[src/sv/knap_pkg.sv]
// Shared constants, types and state codes for the knapsack best-value block.
`default_nettype none
package knap_pkg;

    // Row geometry
    localparam int MAX_CAPACITY = 1024;
    localparam int ADDR_W       = $clog2(MAX_CAPACITY);
    localparam int CAP_LIM      = MAX_CAPACITY - 1;

    // Field widths
    localparam int WT_W  = 16;
    localparam int VAL_W = 16;
    localparam int SUM_W = 32;
    localparam int CAP_W = 10;

    // Register map
    localparam int             PADDR_W   = 3;
    localparam int             PDATA_W   = 32;
    localparam logic           REG_CAP   = 1'b0;
    localparam logic [CAP_W-1:0] CAP_RESET = 10'd1023;

    typedef logic [ADDR_W-1:0] t_addr;
    typedef logic [SUM_W-1:0]  t_sum;

    // Sweep sequencer states
    typedef enum logic [5:0] {
        S_CLEAR  = 6'b000001,
        S_IDLE   = 6'b000010,
        S_SWEEP  = 6'b000100,
        S_DRAIN  = 6'b001000,
        S_ANS_RD = 6'b010000,
        S_ANS_LD = 6'b100000
    } t_state;

    // Row memory access bundle
    typedef struct packed {
        logic  we;
        t_addr waddr;
        t_sum  wdata;
        t_addr raddr_a;
        t_addr raddr_b;
    } t_ram_req;

endpackage
`default_nettype wire

[src/sv/knap_cfg.sv]
// APB-style register port holding the capacity in use.
`default_nettype none
module knap_cfg import knap_pkg::*; (
    input  wire logic               i_clk,
    input  wire logic               i_rst_n,
    input  wire logic               psel,
    input  wire logic               penable,
    input  wire logic               pwrite,
    input  wire logic [PADDR_W-1:0] paddr,
    input  wire logic [PDATA_W-1:0] pwdata,
    output logic      [PDATA_W-1:0] prdata,
    output logic                    pready,
    output logic      [CAP_W-1:0]   o_cap
);

    logic             r_cap;
    logic [CAP_W-1:0] r_cap_val;
    logic             hit_cap;

    assign hit_cap = (paddr[PADDR_W-1:2] == REG_CAP);

    // Take the write on the access cycle
    always_ff @(posedge i_clk) begin
        if (!i_rst_n) begin
            r_cap_val <= CAP_RESET;
        end else if (psel && penable && pwrite && pready && hit_cap) begin
            r_cap_val <= pwdata[CAP_W-1:0];
        end
    end

    assign r_cap  = hit_cap;
    assign pready = 1'b1;
    assign prdata = r_cap ? {{(PDATA_W-CAP_W){1'b0}}, r_cap_val} : '0;
    assign o_cap  = r_cap_val;

endmodule
`default_nettype wire

[config.mk]
export PLATFORM = sky130hd
export DESIGN_NAME = knap_cfg
export DESIGN_NICKNAME = d
export VERILOG_FILES = /design/src/sv/knap_pkg.sv /design/src/sv/knap_cfg.sv
export SDC_FILE = /design/constraint.sdc
export NUM_CORES = 1
export LEC_CHECK = 0
export ABC_AREA = 1
export BUFFER_PORTS_ARGS = -buffer_cell sky130_fd_sc_hd__buf_2
export CELL_PAD_IN_SITES_DETAIL_PLACEMENT = 0
export CELL_PAD_IN_SITES_GLOBAL_PLACEMENT = 2
export CORE_MARGIN = 2
export CORE_UTILIZATION = 14
export DETAILED_ROUTE_END_ITERATION = 10
export HOLD_SLACK_MARGIN = 0.12
export MAX_ROUTING_LAYER = met4
export PLACE_DENSITY = 0.9
export SKIP_LAST_GASP = 1
export SYNTH_ARGS = -nofsm -noshare
export SYNTH_HDL_FRONTEND = slang
export SYNTH_SLANG_ARGS = --single-unit
[constraint.sdc]
create_clock -name i_clk -period 1.5 [get_ports i_clk]
set_input_delay 0.3 -clock i_clk [delete_from_list [all_inputs] [get_ports i_clk]]
set_output_delay 0.3 -clock i_clk [all_outputs]
set_load 0.02 [all_outputs]
==> results of run 1 <==
[stage by stage]
| step | utilization | worst slack [ns] | instance area, um^2 | power (uW) |
|---|---|---|---|---|
| 2_1_floorplan | - | 0.419 | 723 | 463 |
| 3_3_place_gp | 0.176 | 0.188 | 771 | 469 |
| 3_5_place_dp | 0.176 | 0.186 | 771 | 470 |
| 4_1_cts | 0.185 | 0.304 | 812 | 740 |
| 5_1_grt | 0.185 | 0.257 | 812 | 771 |
| 6_report | 0.185 | 0.319 | 812 | 724 |
[cell type report]
cell class	instances	area share
clock buffers	3	0.0508
multi-input cells	66	0.342
flip-flops and latches	10	0.247
repair buffers	36	0.225
inverters	12	0.0555
well taps	52	0.0801
[kinds of logic (layout without fill, tap and decap cells)]
group / Yosys count / after routing
DFF: 10 / 10
other: 2 / 23
and+or+nand+nor: 43 / 43
buffers and inverters: 39 / 51
[routing by layer]
metal	GRT usage	up-vias	part of all wire
li1	-	304	-
met1	0.0553	256	0.36
met2	0.101	33	0.52
met3	0.0169	2	0.11
met4	0.0314	0	0.0078
met5	-	-	0
[worst max-delay path, stage by stage, from the launching register on]
cell	delay [ns]
dfxtp_1	0.34
inv_1	0.05
nor2_1	0.09
buf_2	0.18
[power by group]
part	switching (uW)	total [uW]	leakage, uW	internal (uW)
clock	86.1	260	0.0000216	174
combinational	134	181	0.000417	47.1
sequential	6.47	283	0.0000817	277
total	226	724	0.000521	498
[worst max path at each step]
stage	depth (start not counted)	slack [ns]	to
after detailed placement	5	0.19	o_cap[9]$_SDFFE_PN1P_
final	3	0.32	prdata[4]
after global routing	3	0.26	prdata[3]
after floorplan	2	0.42	prdata[0]
after CTS	3	0.30	prdata[4]
after global placement	5	0.19	o_cap[5]$_SDFFE_PN1P_
[Yosys cell counts]
| cell type | count |
|---|---|
| nor2_2 | 1 |
| nand2_1 | 11 |
| buf_4 | 24 |
| nand2_2 | 1 |
| nor2_1 | 10 |
| inv_1 | 12 |
| buf_6 | 1 |
| nand3_1 | 20 |
| dfxtp_1 | 10 |
| conb_1 | 2 |
| buf_2 | 1 |
| buf_1 | 1 |
==> out/results.tsv, run 1 <==
metric	value	unit
Die Footprint	0.00516	mm^2
area delta synth->final	26.0	%
Multi-input gate area	278	um^2
Hold Path Origin	pwdata[5]	
grt ovf	0	
# fillers	505	
Nets	169	
WP data required	1.20	ns
placed cell count	176	
top post-synthesis cells by area	dfxtp_1 (31%), buf_4 (28%), nand3_1 (16%)	
main combinational cell family by area after synthesis	buffers and inverters	
Clock Latency Late Sink	0.22	ns
commonest cells after routing, fill and taps aside	buf_2 (35), conb_1 (23), nand3_1 (20)	
CP endpoint kind	output port	
register area share after synthesis	0.311	
FF-to-FF End	o_cap[2]$_SDFFE_PN1P_	
CTS Sinks	10	
ant diodes	0	
Sequential Area	200	um^2
initial antenna violation count	0	
Synth Area in Compound Gates	0	
die height	71.8	um
Pwr Density	892	mW/mm^2
CTS Buf Count	3	
GRT Overall Usage	0.0570	
Antenna Nets Post-Route	0	
hold depth	3	
Initial Util	0.147	
clk_skew	0	ns
Synth top area share	0.311	
fmax	847	MHz
Starting DRT DRC Count	13	
postcts setup bufs	0	
CTS Hold Buffers Added	0	
IO Count	83	
port buffer count	35	
GPL Wtd Cong	0.650	
RSZ-0062 raised after global routing	no	
max FFs per register	10	
CTS tree	yes	
flops & latches, synth	10	
reg-to-reg startpoint	o_cap[2]$_SDFFE_PN1P_	
Distinct cells, synth	12	
CP max FO	3	
synthesized-area fraction occupied by adder cells	0	
Tightest Hold Check Type	input pin to flop	
fin. max-slew vios	0	
Hold Slack	0.318	ns
pin count of the biggest net entering global routing	12	
Final TNS setup	0	ns
CP Data Arrival Time	0.88	ns
syn_area_per_cell	6.85	um^2
root buffer cell	clkbuf_8	
Final Cycle Share	0.787	
Worst R2R Path Depth	2	
leak pwr	0.000521	uW
Pre-antenna DRT Iters	4	
Cells after Synth	94	
yosys warns	0	
mean number of vias per cell	3.32	
Setup-failing EPs final	0	
first-pass GRT wire length	2170	um
max-cap viol count	0	
die width	71.8	um
DRC	0	
startpoint types	flop	
post-cts resize count	0	
Post-Synth XOR/XNOR Area	0	
Final Critical Period	1.18	ns
CTS clk-pin slew, worst paths	0.04	ns
vias in the first global route	478	
routed len/inst	8.63	um
Peak VDD IR	239	uV
Hold Path End	o_cap[5]$_SDFFE_PN1P_	
Synth area leader	dfxtp_1	
mux cell area share after synthesis	0	
post-DP HPWL	1220	um
share of cells above drive strength 1	0.323	
commonest non-fill, non-tap cell in the layout	buf_2	
vias	595	
status	finished, final reports clean	
Final Hold Violating Endpoints	0	
Finished Layout Cells	179	
crit path from	o_cap[4]$_SDFFE_PN1P_	
Rows	24	
Synth Cell Area	644	um^2
Reg2Reg Setup Slack	0.94	ns
Max Root-Sink Buffers	2	
core footprint	0.00438	mm^2
Routed WL	1550	um
Crit Path Class	flop to output port	
htree depth	1	
simple-gate area share of the yosys netlist	0.297	
Power figures use the tool's default switching activity.
==> run 2, diff against run 1 <==
--- a/config.mk
+++ b/config.mk
@@ -10,11 +10,11 @@
 export CELL_PAD_IN_SITES_DETAIL_PLACEMENT = 0
 export CELL_PAD_IN_SITES_GLOBAL_PLACEMENT = 2
 export CORE_MARGIN = 2
-export CORE_UTILIZATION = 14
+export CORE_UTILIZATION = 13
 export DETAILED_ROUTE_END_ITERATION = 10
 export HOLD_SLACK_MARGIN = 0.12
 export MAX_ROUTING_LAYER = met4
-export PLACE_DENSITY = 0.9
+export PLACE_DENSITY = 0.85
 export SKIP_LAST_GASP = 1
 export SYNTH_ARGS = -nofsm -noshare
 export SYNTH_HDL_FRONTEND = slang
==> constraint.sdc (replaced) <==
create_clock -name i_clk -period 1.22 [get_ports i_clk]
set_input_delay 0.244 -clock i_clk [delete_from_list [all_inputs] [get_ports i_clk]]
set_output_delay 0.244 -clock i_clk [all_outputs]
set_load 0.02 [all_outputs]
==> out/results.tsv, run 2 (same netlist as run 1, synthesis figures left out) <==
metric	value	unit	change
fin. max-slew vios	0		unchanged
leak pwr	0.000533	uW	was 0.000521 uW
GPL Wtd Cong	0.631		was 0.650
initial antenna violation count	0		unchanged
CTS Hold Buffers Added	0		unchanged
crit path cell chain	inv_1, nor2_1, buf_2		unchanged
max FFs per register	10		unchanged
Bufs and invs on worst path	2		unchanged
pin count of the biggest net entering global routing	12		unchanged
design area	852	um^2	was 812 um^2
Clock Latency Late Sink	0.23	ns	was 0.22 ns
Peak VDD IR	257	uV	was 239 uV
Setup-failing EPs final	0		unchanged
# fillers	585		was 505
Int Power	683	uW	was 498 uW
CTS clk-pin slew, worst paths	0.05	ns	was 0.04 ns
Rows	25		was 24
delay-heaviest family, CP	flip-flops		unchanged
Crit Path Class	flop to output port		unchanged
CP endpoint kind	output port		unchanged
GRT Overall Usage	0.0556		was 0.0570
die width	74.4	um	was 71.8 um
Pre-antenna DRT Iters	4		unchanged
vias in the first global route	442		was 478
grt ovf	0		unchanged
combinational power share	0.230		was 0.250
Antenna Nets Post-Route	0		unchanged
Final TNS setup	0	ns	unchanged
port buffer count	35		unchanged
RSZ-0062 raised after global routing	no		unchanged
clk_skew	0	ns	unchanged
CTS Sinks	10		unchanged
Final Hold Violating Endpoints	0		unchanged
DRC	0		unchanged
max-cap viol count	0		unchanged
vias	588		was 595
die height	74.4	um	was 71.8 um
Final Cycle Share	0.908		
CTS tree	yes		unchanged
core footprint	0.00475	mm^2	was 0.00438 mm^2
Worst path slowest cell	dfxtp_1		unchanged
status	finished, final reports clean		unchanged
Max Root-Sink Buffers	2		unchanged
switching share of power	0.302		was 0.313
Sequential Area	200	um^2	unchanged
Nets	170		was 169
Final Critical Period	1.11	ns	
first-pass GRT wire length	2080	um	was 2170 um
mean number of vias per cell	3.00		was 3.32
Multi-input gate area	278	um^2	unchanged
Util after Layout	0.179		was 0.185
Routed WL	1590	um	was 1550 um
commonest non-fill, non-tap cell in the layout	buf_2		unchanged
startpoint types	flop		unchanged
root buffer cell	clkbuf_8		unchanged
critical path's largest stage delay	0.34	ns	about the same
WP data required	0.98	ns	was 1.20 ns
routed len/inst	8.09	um	was 8.63 um
IO Count	83		unchanged
Initial Util	0.136		was 0.147
share of cells above drive strength 1	0.333		was 0.323
switching power	295	uW	was 226 uW
Clock power frac	0.415		was 0.359
post-cts resize count	0		unchanged
area delta synth->final	32.2	%	was 26.0%
Area after DPL	797	um^2	was 771 um^2
post-DP HPWL	1240	um	was 1220 um
Starting DRT DRC Count	31		was 13
commonest cells after routing, fill and taps aside	buf_2 (35), conb_1 (23), nand3_1 (20)		unchanged
ant diodes	0		unchanged
fmax	902	MHz	
CP max FO	3		unchanged
postcts setup bufs	0		unchanged
CTS Buf Count	3		unchanged
CP Data Arrival Time	0.86	ns	was 0.88 ns
htree depth	1		unchanged
Pwr Density	1150	mW/mm^2	was 892 mW/mm^2
Die Footprint	0.00554	mm^2	was 0.00516 mm^2
sequential share of power	0.355		was 0.391
Tightest Hold Check Type	input pin to flop		unchanged
[run 2: metrics by stage]
stage | setup WS [ns] | power [uW] | hold slack [ns] | std cells
final | 0.112 | 978 | 0.255 | 196
after global routing | 0.0365 | 1040 | 0.253 | 196
after CTS | 0.0951 | 999 | 0.253 | 196
after detailed placement | 0.169 | 581 | 0.465 | 192
after global placement | 0.181 | 579 | 0.461 | 192
after floorplan | 0.195 | 570 | 0.401 | 115
[run 2: power by group through the flow]
stage / Clock, uW / Sequential, uW / Combinational (uW)
2_1_floorplan: 0 / 368 / 202
3_5_place_dp: 0 / 354 / 227
6_report: 406 / 347 / 225
3_3_place_gp: 0 / 354 / 225
4_1_cts: 424 / 347 / 227
5_1_grt: 451 / 348 / 245
[run 2: path summary, 6_finish.rpt]
check	startpoint	end	slack (ns)	cells after the start
setup reg to reg	o_cap[7]$_SDFFE_PN1P_	o_cap[7]$_SDFFE_PN1P_	0.67	2
hold / removal	pwdata[3]	o_cap[3]$_SDFFE_PN1P_	0.26	3
hold reg to reg	o_cap[0]$_SDFFE_PN1P_	o_cap[0]$_SDFFE_PN1P_	0.47	2
setup / recovery	o_cap[1]$_SDFFE_PN1P_	prdata[1]	0.11	3
[run 2: worst register-to-register path, stage by stage (launching register included)]
cell,delay [ns]
dfxtp_1,0.31
nand2_1,0.06
nand3_1,0.06
[run 2: layout make-up]
type,count,share of cell area
clock buffers,4,0.0646
inverters,12,0.0529
multi-input cells,66,0.326
flip-flops and latches,10,0.235
well taps,67,0.0984
repair buffers,37,0.223
[run 2: layer usage]
metal | vias to the layer above | global-route usage | part of all wire
met5 | - | - | 0
met3 | 2 | 0.0230 | 0.11
li1 | 309 | - | -
met4 | 0 | 0.0357 | 0.010
met1 | 245 | 0.0496 | 0.39
met2 | 32 | 0.0964 | 0.50
