File: src/sv/knap_pkg.sv
// Shared constants, types and state codes for the knapsack best-value block.
`default_nettype none
package knap_pkg;

    // Row geometry
    localparam int MAX_CAPACITY = 1024;
    localparam int ADDR_W       = $clog2(MAX_CAPACITY);
    localparam int CAP_LIM      = MAX_CAPACITY - 1;

    // Field widths
    localparam int WT_W  = 16;
    localparam int VAL_W = 16;
    localparam int SUM_W = 32;
    localparam int CAP_W = 10;

    // Register map
    localparam int             PADDR_W   = 3;
    localparam int             PDATA_W   = 32;
    localparam logic           REG_CAP   = 1'b0;
    localparam logic [CAP_W-1:0] CAP_RESET = 10'd1023;

    typedef logic [ADDR_W-1:0] t_addr;
    typedef logic [SUM_W-1:0]  t_sum;

    // Sweep sequencer states
    typedef enum logic [5:0] {
        S_CLEAR  = 6'b000001,
        S_IDLE   = 6'b000010,
        S_SWEEP  = 6'b000100,
        S_DRAIN  = 6'b001000,
        S_ANS_RD = 6'b010000,
        S_ANS_LD = 6'b100000
    } t_state;

    // Row memory access bundle
    typedef struct packed {
        logic  we;
        t_addr waddr;
        t_sum  wdata;
        t_addr raddr_a;
        t_addr raddr_b;
    } t_ram_req;

endpackage
`default_nettype wire

File: src/sv/knap_if.sv
// Valid/ready channel interfaces for items and results.
`default_nettype none
interface knap_item_if;
    import knap_pkg::*;
    logic             valid;
    logic             ready;
    logic [WT_W-1:0]  item_weight;
    logic [VAL_W-1:0] item_value;
    logic             last_item;

    modport source (output valid, item_weight, item_value, last_item, input ready);
    modport sink   (input valid, item_weight, item_value, last_item, output ready);
endinterface

interface knap_res_if;
    import knap_pkg::*;
    logic             valid;
    logic             ready;
    logic [SUM_W-1:0] best_value;

    modport source (output valid, best_value, input ready);
    modport sink   (input valid, best_value, output ready);
endinterface
`default_nettype wire

File: src/sv/knap_sweep.sv
// Row sweep sequencer: read-modify-write over the best-value row, answer and clear.
`default_nettype none
module knap_sweep import knap_pkg::*; (
    input  wire logic             i_clk,
    input  wire logic             i_rst_n,
    input  wire logic [CAP_W-1:0] i_cap,
    knap_item_if.sink             i_item,
    knap_res_if.source            o_res,
    output t_ram_req              o_ram,
    input  wire t_sum             i_rdata_a,
    input  wire t_sum             i_rdata_b
);

    t_state           r_state, n_state;
    t_addr            r_c;
    t_addr            r_w;
    logic [VAL_W-1:0] r_v;
    logic             r_last;
    t_addr            r_cap;
    logic             r_pend;
    t_addr            r_wr_addr;
    t_addr            r_clr;
    logic             r_out_valid;
    t_sum             r_out_data;

    t_addr            eff_cap;
    logic [31:0]      cap32;
    logic             accept;
    logic             fits;
    logic             out_free;
    logic [SUM_W:0]   sum;
    t_sum             cand;

    // Clamp the capacity to the stored row
    assign cap32   = 32'(i_cap);
    assign eff_cap = (cap32 > 32'(CAP_LIM)) ? CAP_LIM[ADDR_W-1:0] : cap32[ADDR_W-1:0];
    assign fits    = 32'(i_item.item_weight) <= 32'(eff_cap);

    assign i_item.ready = (r_state == S_IDLE);
    assign accept       = i_item.valid && i_item.ready;
    assign out_free     = !r_out_valid || o_res.ready;

    // Candidate: best[c-w] + v, saturated
    assign sum  = {1'b0, i_rdata_b} + (SUM_W+1)'(r_v);
    assign cand = sum[SUM_W] ? '1 : sum[SUM_W-1:0];

    // Memory access: clearing pass or sweep reads and write-back.
    // The sweep runs downward, so reads at c-1 and c-1-w never touch the
    // entry being written back; no forwarding is needed.
    always_comb begin
        o_ram.raddr_a = (r_state == S_ANS_RD) ? r_cap : r_c;
        o_ram.raddr_b = r_c - r_w;
        if (r_state == S_CLEAR) begin
            o_ram.we    = 1'b1;
            o_ram.waddr = r_clr;
            o_ram.wdata = '0;
        end else begin
            o_ram.we    = r_pend && (cand > i_rdata_a);
            o_ram.waddr = r_wr_addr;
            o_ram.wdata = cand;
        end
    end

    // Next state
    always_comb begin
        n_state = r_state;
        unique case (r_state)
            S_CLEAR: begin
                if (r_clr == CAP_LIM[ADDR_W-1:0]) n_state = S_IDLE;
            end
            S_IDLE: begin
                if (accept) begin
                    if (fits)                     n_state = S_SWEEP;
                    else if (i_item.last_item)    n_state = S_ANS_RD;
                end
            end
            S_SWEEP: begin
                if (r_c == r_w) n_state = S_DRAIN;
            end
            S_DRAIN: begin
                n_state = r_last ? S_ANS_RD : S_IDLE;
            end
            S_ANS_RD: begin
                if (out_free) n_state = S_ANS_LD;
            end
            S_ANS_LD: begin
                n_state = S_CLEAR;
            end
            default: n_state = S_CLEAR;
        endcase
    end

    // Control registers
    always_ff @(posedge i_clk) begin
        if (!i_rst_n) begin
            r_state     <= S_CLEAR;
            r_clr       <= '0;
            r_pend      <= 1'b0;
            r_out_valid <= 1'b0;
        end else begin
            r_state <= n_state;
            r_pend  <= (r_state == S_SWEEP);
            if (r_state == S_CLEAR) begin
                r_clr <= r_clr + 1'b1;
            end else begin
                r_clr <= '0;
            end
            if (r_state == S_ANS_LD) begin
                r_out_valid <= 1'b1;
            end else if (o_res.ready) begin
                r_out_valid <= 1'b0;
            end
        end
    end

    // Latch the item and step the sweep index
    always_ff @(posedge i_clk) begin
        if (accept) begin
            r_w    <= i_item.item_weight[ADDR_W-1:0];
            r_v    <= i_item.item_value;
            r_last <= i_item.last_item;
            r_cap  <= eff_cap;
            r_c    <= eff_cap;
        end else if (r_state == S_SWEEP) begin
            r_c <= r_c - 1'b1;
        end
        r_wr_addr <= r_c;
        if (r_state == S_ANS_LD) begin
            r_out_data <= i_rdata_a;
        end
    end

    assign o_res.valid      = r_out_valid;
    assign o_res.best_value = r_out_data;

endmodule
`default_nettype wire

File: src/flat_wrapper.sv
// flat-port wrapper written by rule: the top's interface ports become plain ports
module knap_sweep_flat import knap_pkg::*;
  (i_clk, i_rst_n, i_cap, o_ram, i_rdata_a, i_rdata_b, i_item_valid, i_item_item_weight, i_item_item_value, i_item_last_item, i_item_ready, o_res_valid, o_res_best_value, o_res_ready);
  knap_item_if i_item_i ();
  knap_res_if o_res_i ();
  input  wire logic i_clk;
  input  wire logic i_rst_n;
  input  wire logic [CAP_W-1:0] i_cap;
  output t_ram_req o_ram;
  input  wire t_sum i_rdata_a;
  input  wire t_sum i_rdata_b;
  input wire logic [$bits(i_item_i.valid)-1:0] i_item_valid;
  input wire logic [$bits(i_item_i.item_weight)-1:0] i_item_item_weight;
  input wire logic [$bits(i_item_i.item_value)-1:0] i_item_item_value;
  input wire logic [$bits(i_item_i.last_item)-1:0] i_item_last_item;
  output wire logic [$bits(i_item_i.ready)-1:0] i_item_ready;
  output wire logic [$bits(o_res_i.valid)-1:0] o_res_valid;
  output wire logic [$bits(o_res_i.best_value)-1:0] o_res_best_value;
  input wire logic [$bits(o_res_i.ready)-1:0] o_res_ready;
  assign i_item_i.valid = i_item_valid;
  assign i_item_i.item_weight = i_item_item_weight;
  assign i_item_i.item_value = i_item_item_value;
  assign i_item_i.last_item = i_item_last_item;
  assign i_item_ready = i_item_i.ready;
  assign o_res_valid = o_res_i.valid;
  assign o_res_best_value = o_res_i.best_value;
  assign o_res_i.ready = o_res_ready;
  knap_sweep u_core (.i_clk(i_clk), .i_rst_n(i_rst_n), .i_cap(i_cap), .i_item(i_item_i), .o_res(o_res_i), .o_ram(o_ram), .i_rdata_a(i_rdata_a), .i_rdata_b(i_rdata_b));
endmodule
File: config.mk
export PLATFORM = sky130hd
export DESIGN_NAME = knap_sweep_flat
export DESIGN_NICKNAME = d
export VERILOG_FILES = /design/src/sv/knap_pkg.sv /design/src/sv/knap_if.sv /design/src/sv/knap_sweep.sv /design/src/flat_wrapper.sv
export SDC_FILE = /design/constraint.sdc
export NUM_CORES = 1
export LEC_CHECK = 0
export ABC_CLOCK_PERIOD_IN_PS = 9870
export BUFFER_PORTS_ARGS = -buffer_cell sky130_fd_sc_hd__buf_2
export CORE_UTILIZATION = 57
export DETAILED_ROUTE_END_ITERATION = 16
export HOLD_SLACK_MARGIN = 0.12
export PLACE_DENSITY = 0.87
export SYNTH_ARGS = -nofsm -noshare
export SYNTH_HDL_FRONTEND = slang
export SYNTH_SLANG_ARGS = --single-unit
File: constraint.sdc
create_clock -name i_clk -period 9.87 [get_ports i_clk]
set_input_delay 0.987 -clock i_clk [delete_from_list [all_inputs] [get_ports i_clk]]
set_output_delay 0.987 -clock i_clk [all_outputs]
set_load 0.005 [all_outputs]
==> flow_metrics.env <==
export IMPL_grt_pass1_vias=5899
export IMPL_clockRootBuffer="clkbuf_16"
export IMPL_setup_tns_ns=0
export IMPL_rows=39
export IMPL_stdcell_count=1065
export IMPL_switching_power_uw=468
export IMPL_start_kind="input port"
export IMPL_drt_wl_total_um=17700
export IMPL_grt_setup_unrepaired="no"
export IMPL_cts_resized_gates=0
export IMPL_crit_path_top_delay_cell="nand3_1"
export IMPL_place_inst=1047
export IMPL_numPortBuffers=207
export IMPL_synth_distinct_cells=58
export IMPL_setup_violations=0
export IMPL_vias_per_cell=5.89
export IMPL_cts_tree="built"
export IMPL_antenna_found_initial=2
export IMPL_finalInstanceArea_mm2=0.00835
export IMPL_drive_gt1_frac=0.273
export IMPL_hold_viol=0
export IMPL_fin_util=0.716
export IMPL_syn_mean_instance_area_um2=9.62
export IMPL_finalClockSkew_ns=0.00801
export IMPL_hold_class="register to register"
export IMPL_maxCapViolations=0
export IMPL_crit_chain="buf_2, ha_1, fa_1, a21o_1, a221o_1, a21oi_4, o21ai_2, nand3_1, o21ai_0, ha_1, nand4_1, or3_1, o2111ai_1, a31oi_1, o22ai_1, buf_2"
export IMPL_critPathMaxStageDelay_ns=0.76
export IMPL_pwr_density_cell_mw_per_mm2=163
export IMPL_grt_usage=0.283
export IMPL_end_kind="output port"
export IMPL_drc=0
export IMPL_gp_congestion=0.921
export IMPL_clk_path_buf_depth=2
export IMPL_synthCells=722
export IMPL_htree_levels=3
export IMPL_hpwl_um=14000
export IMPL_synthArstFlopShare=0
export IMPL_vias=6270
export IMPL_preCtsSetupSlack_ns=3.83
export IMPL_finalNetCount=1097
export IMPL_fin_crit_sh=0.619
export IMPL_ys_ff_latch=107
export IMPL_wl_per_cell_um=16.6
export IMPL_grt_max_degree=47
export IMPL_cp_arrival_ns=5.12
export IMPL_die_h_um=112
export IMPL_crit_fanout=29
export IMPL_ios=208
export IMPL_grt_pass1_wl_um=28100
export IMPL_slew_headroom=0.188
export IMPL_min_period_ns=6.11
export IMPL_placed_cell_area_mm2=0.00807
export IMPL_worstPathRequired_ns=8.88
export IMPL_drtAntennaViolNets=0
export IMPL_internal_power_uw=891
export IMPL_ys_seq_area_frac=0.422
export IMPL_worst_slack_ns=3.76
export IMPL_path_class="input port to output port"
export IMPL_leakage_uw=0.00396
export IMPL_timing_fmax_mhz=164
export IMPL_cts_sinks=107
export IMPL_mostFrequentLayoutCell="buf_2"
export IMPL_syn_area_mm2=0.00695
export IMPL_grt_overflow_total=0
export IMPL_clk_pin_slew_ns=0.07
export IMPL_layout_common_cells="buf_2 (207), edfxtp_1 (79), inv_1 (71)"
export IMPL_cts_buffers=9
export IMPL_r2r_slack_ns=6.72
export IMPL_synth_warnings=0
export IMPL_netSwitchingFraction=0.344
export IMPL_combPwrFrac=0.369
export IMPL_status="finished, final reports clean"
export IMPL_hold_buffers=0
export IMPL_first_pass_iters=5
export IMPL_fp_dieArea_mm2=0.0126
export IMPL_synthFlopType="edfxtp_1"
export IMPL_p_clk_frac=0.251
export IMPL_drtIter0Drc=463
export IMPL_initial_core_util=0.596
export IMPL_synth_edf_count=79
export IMPL_post_cts_buffers=0
export IMPL_worstSkewPairLatency_ns=0.35
export IMPL_ir_drop_uv=105
export IMPL_pwr_share_seq=0.380
export IMPL_worst_pin_slew_ns=1.22
export IMPL_syn_to_final_growth_pct=20.2
export IMPL_synth_net_count=904
export IMPL_die_w_um=112
export IMPL_drv_slew=0
export IMPL_num_fill_cells=842
export IMPL_core_area_mm2=0.0117
## registers in the layout (all words and copies together) (netlist names)
name                     cells
u_core.r_wr_addr            10
u_core.r_last                1
u_core.r_cap                10
u_core.r_w                  10
u_core.o_res.valid           1
u_core.r_v                  16
u_core.r_clr                10
u_core.o_res.best_value     32
u_core.r_pend                1
u_core.r_state               6
u_core.r_c                  10
## worst max-delay path: cells and delay by family
kind                       cells  cell delay [ns]
buffers and inverters          2             0.24
and+or+nand+nor                3             1.24
adders and majority gates      3             1.00
AOI/OAI and AO/OA              8             1.64
## per-layer routing
metal  global-route usage  up-vias  wire [µm]
li1                     -     3001          -
met1                0.344     2918       7300
met2                0.492      303       8560
met3               0.0529       48       1290
met4                0.124        0        585
met5                    0        -          0
## Yosys cell counts (4+ instances only)
cell / n / share of area
nor2b_1: 14 / 0.013
ha_1: 69 / 0.12
nand3b_1: 4 / 0.0043
xor2_1: 17 / 0.021
nand2_1: 46 / 0.025
inv_1: 71 / 0.038
nor4_1: 9 / 0.0081
a21oi_1: 51 / 0.037
and2_1: 4 / 0.0036
o21ai_0: 25 / 0.018
a31oi_1: 13 / 0.012
nand2b_1: 7 / 0.0063
dfxtp_1: 28 / 0.081
nor2_1: 59 / 0.032
edfxtp_1: 79 / 0.34
nor3_1: 18 / 0.013
nand3_1: 19 / 0.014
o22ai_1: 4 / 0.0036
a21o_1: 23 / 0.025
clkbuf_1: 20 / 0.011
or3_1: 8 / 0.0072
xnor2_1: 21 / 0.026
mux2_2: 21 / 0.034
nand4_1: 17 / 0.015
and4_1: 6 / 0.0076
and3_1: 15 / 0.014
## final cells by class
class	instances	area [µm²]	share of cell area
well taps	143	179	0.0214
diodes	2	5.00	0.000600
repair buffers	208	1040	0.125
clock inverters	6	47.5	0.00570
multi-input cells	518	3640	0.437
flip-flops and latches	107	2930	0.351
inverters	71	267	0.0319
clock buffers	10	229	0.0274
## cells by family after synthesis
family | share of synthesized area
DFF | 0.422
xor gates and xnor gates | 0.0479
AOI/OAI and AO/OA | 0.136
muxes | 0.0340
and+or+nand+nor | 0.176
buffers and inverters | 0.0540
adders and majority gates | 0.130
## power groups by stage
stage	combinational (µW)	sequential [µW]	clock (µW)
2_1_floorplan	298	521	0
4_1_cts	502	516	345
5_1_grt	553	519	366
3_3_place_gp	489	526	0
6_report	501	516	341
3_5_place_dp	499	526	0
## worst paths after layout
path	start	cells past startpoint	end
setup reg to reg	u_core.r_state[3]	6	u_core.r_v[0]
setup / recovery	i_rdata_b[0]	16	o_ram[62]
hold reg to reg	u_core.r_c[9]	0	u_core.r_wr_addr[9]
hold / removal	u_core.r_c[9]	0	u_core.r_wr_addr[9]
## stage by stage
stage               total power, µW  hold slack [ns]
global route                   1440            0.514
global placement               1010            0.452
detailed placement             1030            0.481
finish                         1360            0.503
floorplan                       819            0.408
CTS                            1360            0.499
Power figures use the tool's default switching activity.
